`config.mk`:
```
export PLATFORM = sky130hd
export DESIGN_NAME = vector_line_point_stroker
export DESIGN_NICKNAME = d
export VERILOG_FILES = /design/src/rtl/vlps_pkg.sv /design/src/rtl/vlps_ctrl.sv /design/src/rtl/vlps_dp.sv /design/src/rtl/vector_line_point_stroker.sv
export SDC_FILE = /design/constraint.sdc
export NUM_CORES = 1
export LEC_CHECK = 0
export BUFFER_PORTS_ARGS = -buffer_cell sky130_fd_sc_hd__buf_4
export CORE_MARGIN = 4
export CORE_UTILIZATION = 55
export DETAILED_ROUTE_END_ITERATION = 10
export PLACE_DENSITY = 0.83
export SLEW_MARGIN = 20
export SYNTH_ARGS = -nofsm -noshare
export SYNTH_HDL_FRONTEND = slang
export SYNTH_SLANG_ARGS = --single-unit
```
`constraint.sdc`:
```
create_clock -name clk -period 6.6 [get_ports clk]
set_input_delay 1.32 -clock clk [delete_from_list [all_inputs] [get_ports clk]]
set_output_delay 1.32 -clock clk [all_outputs]
set_load 0.02 [all_outputs]
```
`src/rtl/vlps_pkg.sv`:
```
// Shared types and constants for the vector line point stroker.
// Used by the controller, the datapath and the top level. No dependencies.
package vlps_pkg;

  localparam int COORD_W  = 16;
  localparam int STEP_W   = 6;
  localparam int CNT_W    = 4;
  localparam int DIV_LAST = 15;

  typedef logic [COORD_W-1:0] coord_t;
  typedef logic [STEP_W-1:0]  step_t;
  typedef logic [CNT_W-1:0]   cnt_t;

  // Commands from the controller to the datapath.
  typedef struct packed {
    logic load;      // capture a new segment and start the span division
    logic div_step;  // one restoring-division step on both lanes
    logic div_axis;  // lanes divide the axis spans by the step count
    logic setup;     // settle the step count and load the axis spans
    logic prep;      // take per-step increments and clear accumulators
    logic emit;      // load the next point into the output register
  } vlps_cmd_t;

  // Status from the datapath to the controller.
  typedef struct packed {
    logic last;      // the next point emitted is the segment end
  } vlps_sts_t;

endpackage

```
`src/rtl/vlps_ctrl.sv`:
```
// Controller state machine of the vector line point stroker.
// Depends on vlps_pkg; drives the datapath through vlps_cmd_t.
module vlps_ctrl import vlps_pkg::*; (
  input  logic      clk,
  input  logic      rst_n,
  input  logic      in_tvalid,
  output logic      in_tready,
  output logic      out_tvalid,
  input  logic      out_tready,
  input  vlps_sts_t sts,
  output vlps_cmd_t cmd
);

  localparam logic [2:0] S_IDLE  = 3'd0;
  localparam logic [2:0] S_DIVS  = 3'd1;
  localparam logic [2:0] S_SETUP = 3'd2;
  localparam logic [2:0] S_DIVA  = 3'd3;
  localparam logic [2:0] S_PREP  = 3'd4;
  localparam logic [2:0] S_EMIT  = 3'd5;

  logic [2:0] state_r, state_nxt;
  cnt_t       cnt_r, cnt_nxt;
  logic       out_valid_r, out_valid_nxt;
  logic       out_free;

  assign in_tready  = (state_r == S_IDLE);
  assign out_tvalid = out_valid_r;
  assign out_free   = !out_valid_r || out_tready;

  always_comb begin
    state_nxt     = state_r;
    cnt_nxt       = cnt_r;
    out_valid_nxt = out_valid_r && !out_tready;
    cmd           = '0;
    case (state_r)
      S_IDLE: begin
        if (in_tvalid) begin
          cmd.load  = 1'b1;
          cnt_nxt   = '0;
          state_nxt = S_DIVS;
        end
      end
      S_DIVS: begin
        cmd.div_step = 1'b1;
        cnt_nxt      = cnt_r + 1'b1;
        if (cnt_r == CNT_W'(DIV_LAST)) begin
          state_nxt = S_SETUP;
        end
      end
      S_SETUP: begin
        cmd.setup = 1'b1;
        cnt_nxt   = '0;
        state_nxt = S_DIVA;
      end
      S_DIVA: begin
        cmd.div_step = 1'b1;
        cmd.div_axis = 1'b1;
        cnt_nxt      = cnt_r + 1'b1;
        if (cnt_r == CNT_W'(DIV_LAST)) begin
          state_nxt = S_PREP;
        end
      end
      S_PREP: begin
        cmd.prep  = 1'b1;
        state_nxt = S_EMIT;
      end
      S_EMIT: begin
        if (out_free) begin
          cmd.emit      = 1'b1;
          out_valid_nxt = 1'b1;
          if (sts.last) begin
            state_nxt = S_IDLE;
          end
        end
      end
      default: begin
        state_nxt = S_IDLE;
      end
    endcase
  end

  always_ff @(posedge clk) begin
    if (!rst_n) begin
      state_r     <= S_IDLE;
      cnt_r       <= '0;
      out_valid_r <= 1'b0;
    end else begin
      state_r     <= state_nxt;
      cnt_r       <= cnt_nxt;
      out_valid_r <= out_valid_nxt;
    end
  end

endmodule

```
`src/rtl/vlps_dp.sv`:
```
// Datapath of the vector line point stroker: two restoring-division lanes,
// incremental quotient/remainder point generators and the output register.
// Depends on vlps_pkg; steered by vlps_ctrl through vlps_cmd_t.
module vlps_dp import vlps_pkg::*; #(
  parameter int MAX_STEPS = 63
) (
  input  logic      clk,
  input  logic [79:0] in_tdata,
  input  vlps_cmd_t cmd,
  output vlps_sts_t sts,
  output logic [31:0] out_tdata,
  output logic      out_tlast,
  output logic      out_tuser
);

  coord_t xs_r, ys_r, ax_r, ay_r, spacing_r;
  logic   xneg_r, yneg_r;
  coord_t quo_x_r, rem_x_r, quo_y_r, rem_y_r;
  step_t  steps_r, idx_r;
  logic   capped_r;
  coord_t inc_x_r, inc_y_r, accq_x_r, accq_y_r;
  step_t  frac_x_r, frac_y_r, accr_x_r, accr_y_r;
  coord_t pt_x_r, pt_y_r;
  logic   last_r, cap_out_r;

  coord_t in_xs, in_ys, in_xe, in_ye;
  coord_t div_x;
  logic [COORD_W:0] sh_x, sh_y, dv_x, dv_y;
  logic   ge_x, ge_y;
  logic [STEP_W:0] sum_x, sum_y;
  logic   wrap_x, wrap_y;

  assign in_xs = in_tdata[15:0];
  assign in_ys = in_tdata[31:16];
  assign in_xe = in_tdata[47:32];
  assign in_ye = in_tdata[63:48];

  // Lane X divides the span by the spacing first, then |dx| by the step count.
  assign div_x = cmd.div_axis ? coord_t'(steps_r) : spacing_r;
  assign sh_x  = {rem_x_r, quo_x_r[COORD_W-1]};
  assign sh_y  = {rem_y_r, quo_y_r[COORD_W-1]};
  assign dv_x  = {1'b0, div_x};
  assign dv_y  = {1'b0, coord_t'(steps_r)};
  assign ge_x  = (sh_x >= dv_x);
  assign ge_y  = (sh_y >= dv_y);

  assign sum_x  = {1'b0, accr_x_r} + {1'b0, frac_x_r};
  assign sum_y  = {1'b0, accr_y_r} + {1'b0, frac_y_r};
  assign wrap_x = (sum_x >= {1'b0, steps_r});
  assign wrap_y = (sum_y >= {1'b0, steps_r});

  assign sts.last = (idx_r == steps_r);

  always_ff @(posedge clk) begin
    if (cmd.load) begin
      xs_r      <= in_xs;
      ys_r      <= in_ys;
      xneg_r    <= (in_xe < in_xs);
      yneg_r    <= (in_ye < in_ys);
      ax_r      <= (in_xe < in_xs) ? in_xs - in_xe : in_xe - in_xs;
      ay_r      <= (in_ye < in_ys) ? in_ys - in_ye : in_ye - in_ys;
      spacing_r <= in_tdata[79:64];
    end
    if (cmd.load) begin
      // The larger span goes into lane X; the remainder starts at zero.
      quo_x_r <= ((in_xe < in_xs) ? in_xs - in_xe : in_xe - in_xs) >
                 ((in_ye < in_ys) ? in_ys - in_ye : in_ye - in_ys) ?
                 ((in_xe < in_xs) ? in_xs - in_xe : in_xe - in_xs) :
                 ((in_ye < in_ys) ? in_ys - in_ye : in_ye - in_ys);
      rem_x_r <= '0;
    end else if (cmd.setup) begin
      quo_x_r <= ax_r;
      rem_x_r <= '0;
      quo_y_r <= ay_r;
      rem_y_r <= '0;
    end else if (cmd.div_step) begin
      quo_x_r <= {quo_x_r[COORD_W-2:0], ge_x};
      rem_x_r <= ge_x ? coord_t'(sh_x - dv_x) : coord_t'(sh_x);
      quo_y_r <= {quo_y_r[COORD_W-2:0], ge_y};
      rem_y_r <= ge_y ? coord_t'(sh_y - dv_y) : coord_t'(sh_y);
    end
    if (cmd.setup) begin
      // A zero spacing divides to all ones and so lands in the cap.
      if (quo_x_r > coord_t'(MAX_STEPS)) begin
        steps_r  <= STEP_W'(MAX_STEPS);
        capped_r <= 1'b1;
      end else if (quo_x_r == '0) begin
        steps_r  <= STEP_W'(1);
        capped_r <= 1'b0;
      end else begin
        steps_r  <= quo_x_r[STEP_W-1:0];
        capped_r <= 1'b0;
      end
    end
    if (cmd.prep) begin
      inc_x_r  <= quo_x_r;
      inc_y_r  <= quo_y_r;
      frac_x_r <= rem_x_r[STEP_W-1:0];
      frac_y_r <= rem_y_r[STEP_W-1:0];
      accq_x_r <= '0;
      accq_y_r <= '0;
      accr_x_r <= '0;
      accr_y_r <= '0;
      idx_r    <= '0;
    end else if (cmd.emit) begin
      idx_r    <= idx_r + 1'b1;
      accq_x_r <= accq_x_r + inc_x_r + coord_t'(wrap_x);
      accq_y_r <= accq_y_r + inc_y_r + coord_t'(wrap_y);
      accr_x_r <= wrap_x ? step_t'(sum_x - {1'b0, steps_r}) : sum_x[STEP_W-1:0];
      accr_y_r <= wrap_y ? step_t'(sum_y - {1'b0, steps_r}) : sum_y[STEP_W-1:0];
    end
    if (cmd.emit) begin
      pt_x_r    <= xneg_r ? xs_r - accq_x_r : xs_r + accq_x_r;
      pt_y_r    <= yneg_r ? ys_r - accq_y_r : ys_r + accq_y_r;
      last_r    <= (idx_r == steps_r);
      cap_out_r <= capped_r;
    end
  end

  assign out_tdata = {pt_y_r, pt_x_r};
  assign out_tlast = last_r;
  assign out_tuser = cap_out_r;

endmodule

```
`src/rtl/vector_line_point_stroker.sv`:
```
// Sequence: after the accepting edge the block runs the span division, the
// step settle, the axis divisions and the increment setup, then loads the
// output register with the first point and raises out_tvalid.
// Points leave one per cycle from the output register while out_tready keeps
// it free; a new segment is taken only once the controller is idle again.
// Reset: rst_n is synchronous and active low; it idles the controller and
// drops out_tvalid. Payload registers are not reset.
module vector_line_point_stroker import vlps_pkg::*; #(
  parameter int MAX_STEPS = 63
) (
  input  logic        clk,
  input  logic        rst_n,
  // in_tdata fields from bit 0 up: x_start[15:0], y_start[31:16],
  // x_end[47:32], y_end[63:48], point_spacing[79:64].
  input  logic        in_tvalid,
  output logic        in_tready,
  input  logic [79:0] in_tdata,
  // out_tdata fields from bit 0 up: point_x[15:0], point_y[31:16].
  output logic        out_tvalid,
  input  logic        out_tready,
  output logic [31:0] out_tdata,
  // out_tlast carries last_point; out_tuser carries step_capped.
  output logic        out_tlast,
  output logic        out_tuser
);

  // The controller sequences one segment at a time: it takes an item only when
  // idle, runs the shared division lanes bit-serially, then walks the points.
  // A new segment may be accepted while the final point still waits in the
  // output register, since that register is only reloaded when it is free.
  vlps_cmd_t cmd;
  vlps_sts_t sts;

  vlps_ctrl u_ctrl (
    .clk        (clk),
    .rst_n      (rst_n),
    .in_tvalid  (in_tvalid),
    .in_tready  (in_tready),
    .out_tvalid (out_tvalid),
    .out_tready (out_tready),
    .sts        (sts),
    .cmd        (cmd)
  );

  // The datapath holds the segment, the two restoring-division lanes, the
  // incremental quotient and remainder accumulators and the output register.
  vlps_dp #(
    .MAX_STEPS (MAX_STEPS)
  ) u_dp (
    .clk       (clk),
    .in_tdata  (in_tdata),
    .cmd       (cmd),
    .sts       (sts),
    .out_tdata (out_tdata),
    .out_tlast (out_tlast),
    .out_tuser (out_tuser)
  );

endmodule

```
==> results.sh <==
export IMPL_dr_pass1_iters=6
export IMPL_grt_pass1_vias=15070
export IMPL_n_antenna_cell=0
export IMPL_final_cells=2560
export IMPL_vias=15260
export IMPL_reg2reg_from="u_dp.frac_x_r[0]"
export IMPL_grt_setup_unrepaired="false"
export IMPL_ioPinCount=120
export IMPL_worst_endpoint_required_ns=6.96
export IMPL_grt_pass1_wl_mm=77.28
export IMPL_rr_worst_depth=21
export IMPL_p_switching_mw=4.228
export IMPL_yosys_warnings=0
export IMPL_leakage_nw=9.155
export IMPL_worstHoldEndpoint="u_dp.inc_y_r[13]"
export IMPL_wire_per_inst_um=18.80
export IMPL_dieArea_sq_um=37860
export IMPL_peakVddDrop_uv=216.0
export IMPL_grt_total_usage=0.2463
export IMPL_clock_root_buffer="clkbuf_16"
export IMPL_seq_power_share=0.315
export IMPL_seq_area_frac_synth=0.4146
export IMPL_syn_to_final_growth_pct=13.37
export IMPL_cp_start_kind="flop"
export IMPL_die_h_um=194.6
export IMPL_clk_path_buf_depth=3
export IMPL_maxSlewViolCount=0
export IMPL_clkLatencyLatePin_ns=0.52
export IMPL_cp_cell_sequence="ha_1, inv_1, fa_1, inv_1, ha_1, nor2b_1, o21ai_0, a21boi_0, o21a_1, o31ai_1, nand3_1, fa_1, fa_1, a211oi_1, o21bai_1, a31oi_1, o21ai_0, o41ai_1, o21ai_0, xnor2_1, a21oi_1"
export IMPL_rr_endpoint="u_dp.accq_x_r[14]"
export IMPL_synth_seq_cells=289
export IMPL_p_clk_frac=0.196
export IMPL_drive_above_1_share=0.1102
export IMPL_initial_core_util=0.5557
export IMPL_numClockSinks=289
export IMPL_grt_max_degree=55
export IMPL_layout_nets=2364
export IMPL_synth_distinct_cells=87
export IMPL_netlist_area_sq_um=19150
export IMPL_via_per_inst=5.963
export IMPL_drt_iter0_drc=1135
export IMPL_cts_buffers=35
export IMPL_combPwrFrac=0.490
export IMPL_synth_enable_flop_cells=215
export IMPL_post_cts_resized=0
export IMPL_synthCells=1963
export IMPL_grt_overflow=0
export IMPL_rows=68
export IMPL_synth_nets=2249
export IMPL_hp_class="flop to flop"
export IMPL_final_common_cell="edfxtp_1"
export IMPL_crit_fanout=7
export IMPL_hp_start="u_dp.quo_y_r[13]"
export IMPL_worst_slew_pin_slew_ns=1.090
export IMPL_cts_setup_buffers=0
export IMPL_cp_end_kind="flop"
export IMPL_arrival_ns=6.47
export IMPL_clk_pin_slew_ns=0.06
export IMPL_hold_viol_final=0
export IMPL_wl_mm=48.12
export IMPL_postSynthAreaPerCell_sq_um=9.754
export IMPL_worstSetupPathType="flop to flop"
export IMPL_place_inst=2496
export IMPL_antenna_found_initial=0
export IMPL_status="finished clean"
export IMPL_core_area_sq_um=34460
export IMPL_final_cell_mix="edfxtp_1 (215), nand2_1 (192), ha_1 (186), a21oi_1 (163), inv_1 (161)"
export IMPL_dp_hpwl_mm=35.83
export IMPL_max_freq_mhz=163.8
export IMPL_p_int_mw=6.297
export IMPL_synth_ff_type="edfxtp_1"
export IMPL_drcViolationCount=0
export IMPL_slowest_stage="fa_1"
export IMPL_setup_violations=0
export IMPL_clock_skew_ns=0.02285
export IMPL_tritoncts="built"
export IMPL_r2r_setup_slack_ns=0.49
export IMPL_async_flop_share=0
export IMPL_p_sw_frac=0.4017
export IMPL_htree_levels=2
export IMPL_fin_crit_ns=6.106
export IMPL_max_slew_margin=0.2709
export IMPL_period_share=0.9252
export IMPL_cp_slowest_stage_delay_ns=0.64
export IMPL_fin_setup_tns_ns=0
export IMPL_cts_hold_buffers_added=0
export IMPL_die_x_um=194.6
export IMPL_port_buffers=119
export IMPL_p_per_area_nw_per_um2=484.9
export IMPL_detail_route_antenna_nets=0
export IMPL_maxCapViolCount=0
export IMPL_whs_path_depth=0
export IMPL_gp_congestion=0.9212
==> sequential cells by signal, summed over array words and instances, names as in the netlist, 16 cells and up <==
name,flops
u_dp.accq_y_r,16
u_dp.quo_y_r,16
u_dp.ax_r,16
u_dp.pt_x_r,16
u_dp.ys_r,16
u_dp.inc_x_r,16
u_dp.ay_r,16
u_dp.pt_y_r,16
u_dp.spacing_r,16
u_dp.inc_y_r,16
u_dp.quo_x_r,16
u_dp.rem_y_r,16
u_dp.accq_x_r,16
u_dp.rem_x_r,16
u_dp.xs_r,16
==> synthesized netlist by cell type, types with 5 or more instances <==
cell type	count	share of area
mux2i_1	48	0.025
a31oi_1	14	0.0046
nand3b_1	8	0.0031
mux2_2	6	0.0035
o41ai_1	6	0.0027
buf_2	8	0.0021
inv_1	161	0.032
a21oi_1	163	0.043
a21o_1	40	0.016
nor2_1	130	0.025
o21ai_0	99	0.026
nor4_1	9	0.0029
a221oi_1	7	0.0032
edfxtp_1	215	0.34
o221a_2	5	0.0029
nand3_1	52	0.014
o211ai_1	11	0.0043
or2_2	12	0.0039
nand2_1	192	0.038
ha_1	186	0.12
o21a_1	15	0.0059
a211oi_1	22	0.0086
dfxtp_1	74	0.077
a21boi_0	10	0.0039
xnor2_1	106	0.048
fa_1	16	0.017
nor3_1	44	0.012
or3_1	21	0.0069
a22o_1	5	0.0023
and3_1	14	0.0046
xor2_1	34	0.016
clkbuf_1	40	0.0078
a211o_1	13	0.0059
o21bai_1	8	0.0031
a41oi_1	5	0.0023
nor2b_1	27	0.0088
nand2b_1	18	0.0059
o31ai_1	15	0.0059
and2_1	6	0.0020
nand4_1	19	0.0062
==> critical path, delay by kind of cell, from the launching register on <==
family | cells | cell delay (ns)
flip-flops | 1 | 0.37
adder cells (fa/ha/maj) | 5 | 1.95
AND/OR/NAND/NOR | 2 | 0.60
XOR/XNOR | 1 | 0.18
buffers and inverters | 2 | 0.19
AO/OA/AOI/OAI | 11 | 2.63
==> how the worst max path moves through the flow <==
stage | from | end | slack (ns) | cells past startpoint
floorplan | in_tdata[32] | u_dp.quo_x_r[3] | 1.31 | 19
global placement | in_tdata[25] | u_dp.quo_x_r[10] | 0.67 | 19
detailed placement | in_tdata[48] | u_dp.quo_x_r[9] | 0.44 | 21
CTS | u_dp.frac_x_r[0] | u_dp.accq_x_r[14] | 0.57 | 21
global route | u_dp.frac_x_r[0] | u_dp.accq_x_r[14] | 0.09 | 21
finish | u_dp.frac_x_r[0] | u_dp.accq_x_r[14] | 0.49 | 21
==> per-layer routing <==
metal | vias to the layer above | part of all wire | track usage
met2 | 552 | 0.47 | 0.4028
met1 | 7270 | 0.42 | 0.3247
li1 | 7338 | - | -
met3 | 104 | 0.087 | 0.05738
met5 | - | 0 | 0
met4 | 0 | 0.028 | 0.08281
==> final cells by class <==
type / instances / area [sq um]
Inverter: 166 / 631.9
Tap cell: 455 / 569.3
Multi-Input combinational cell: 1455 / 10360
Timing Repair Buffer: 131 / 983.4
Fill cell: 2672 / 12750
Clock inverter: 21 / 296.5
Sequential cell: 289 / 7938
Clock buffer: 43 / 927.1
==> power groups by stage <==
| stage | Clock, mW | Combinational, mW | Sequential (mW) |
|---|---|---|---|
| finish | 2.06 | 5.16 | 3.31 |
| global route | 2.15 | 5.78 | 3.37 |
| CTS | 2.08 | 5.12 | 3.29 |
| detailed placement | 0 | 5.06 | 3.32 |
| global placement | 0 | 4.84 | 3.30 |
| floorplan | 0 | 3.96 | 3.18 |
==> cells by family (layout without fill, tap and decap cells) <==
group	Yosys count	after routing	synth area share
XOR/XNOR	140	140	0.06404
buffers and inverters	219	361	0.04444
AO/OA/AOI/OAI	486	486	0.1659
AND/OR/NAND/NOR	570	570	0.1421
multiplexers	57	57	0.03078
flip-flops	289	289	0.4146
adder cells (fa/ha/maj)	202	202	0.1383
==> through the flow <==
step / hold WS [ns] / setup WS [ns] / instance area [sq um] / util / power (mW)
4_1_cts: 0.4329 / 0.5747 / 21710 / 0.6300 / 10.49
3_5_place_dp: 0.4335 / 0.4426 / 20480 / 0.5944 / 8.384
2_1_floorplan: 0.4003 / 1.312 / 19150 / - / 7.135
5_1_grt: 0.4565 / 0.09438 / 21710 / 0.6300 / 11.30
6_report: 0.4332 / 0.4935 / 21710 / 0.6300 / 10.53
3_3_place_gp: 0.4349 / 0.6728 / 20480 / 0.5944 / 8.140
Note: power is estimated with default switching activity, not from simulation.
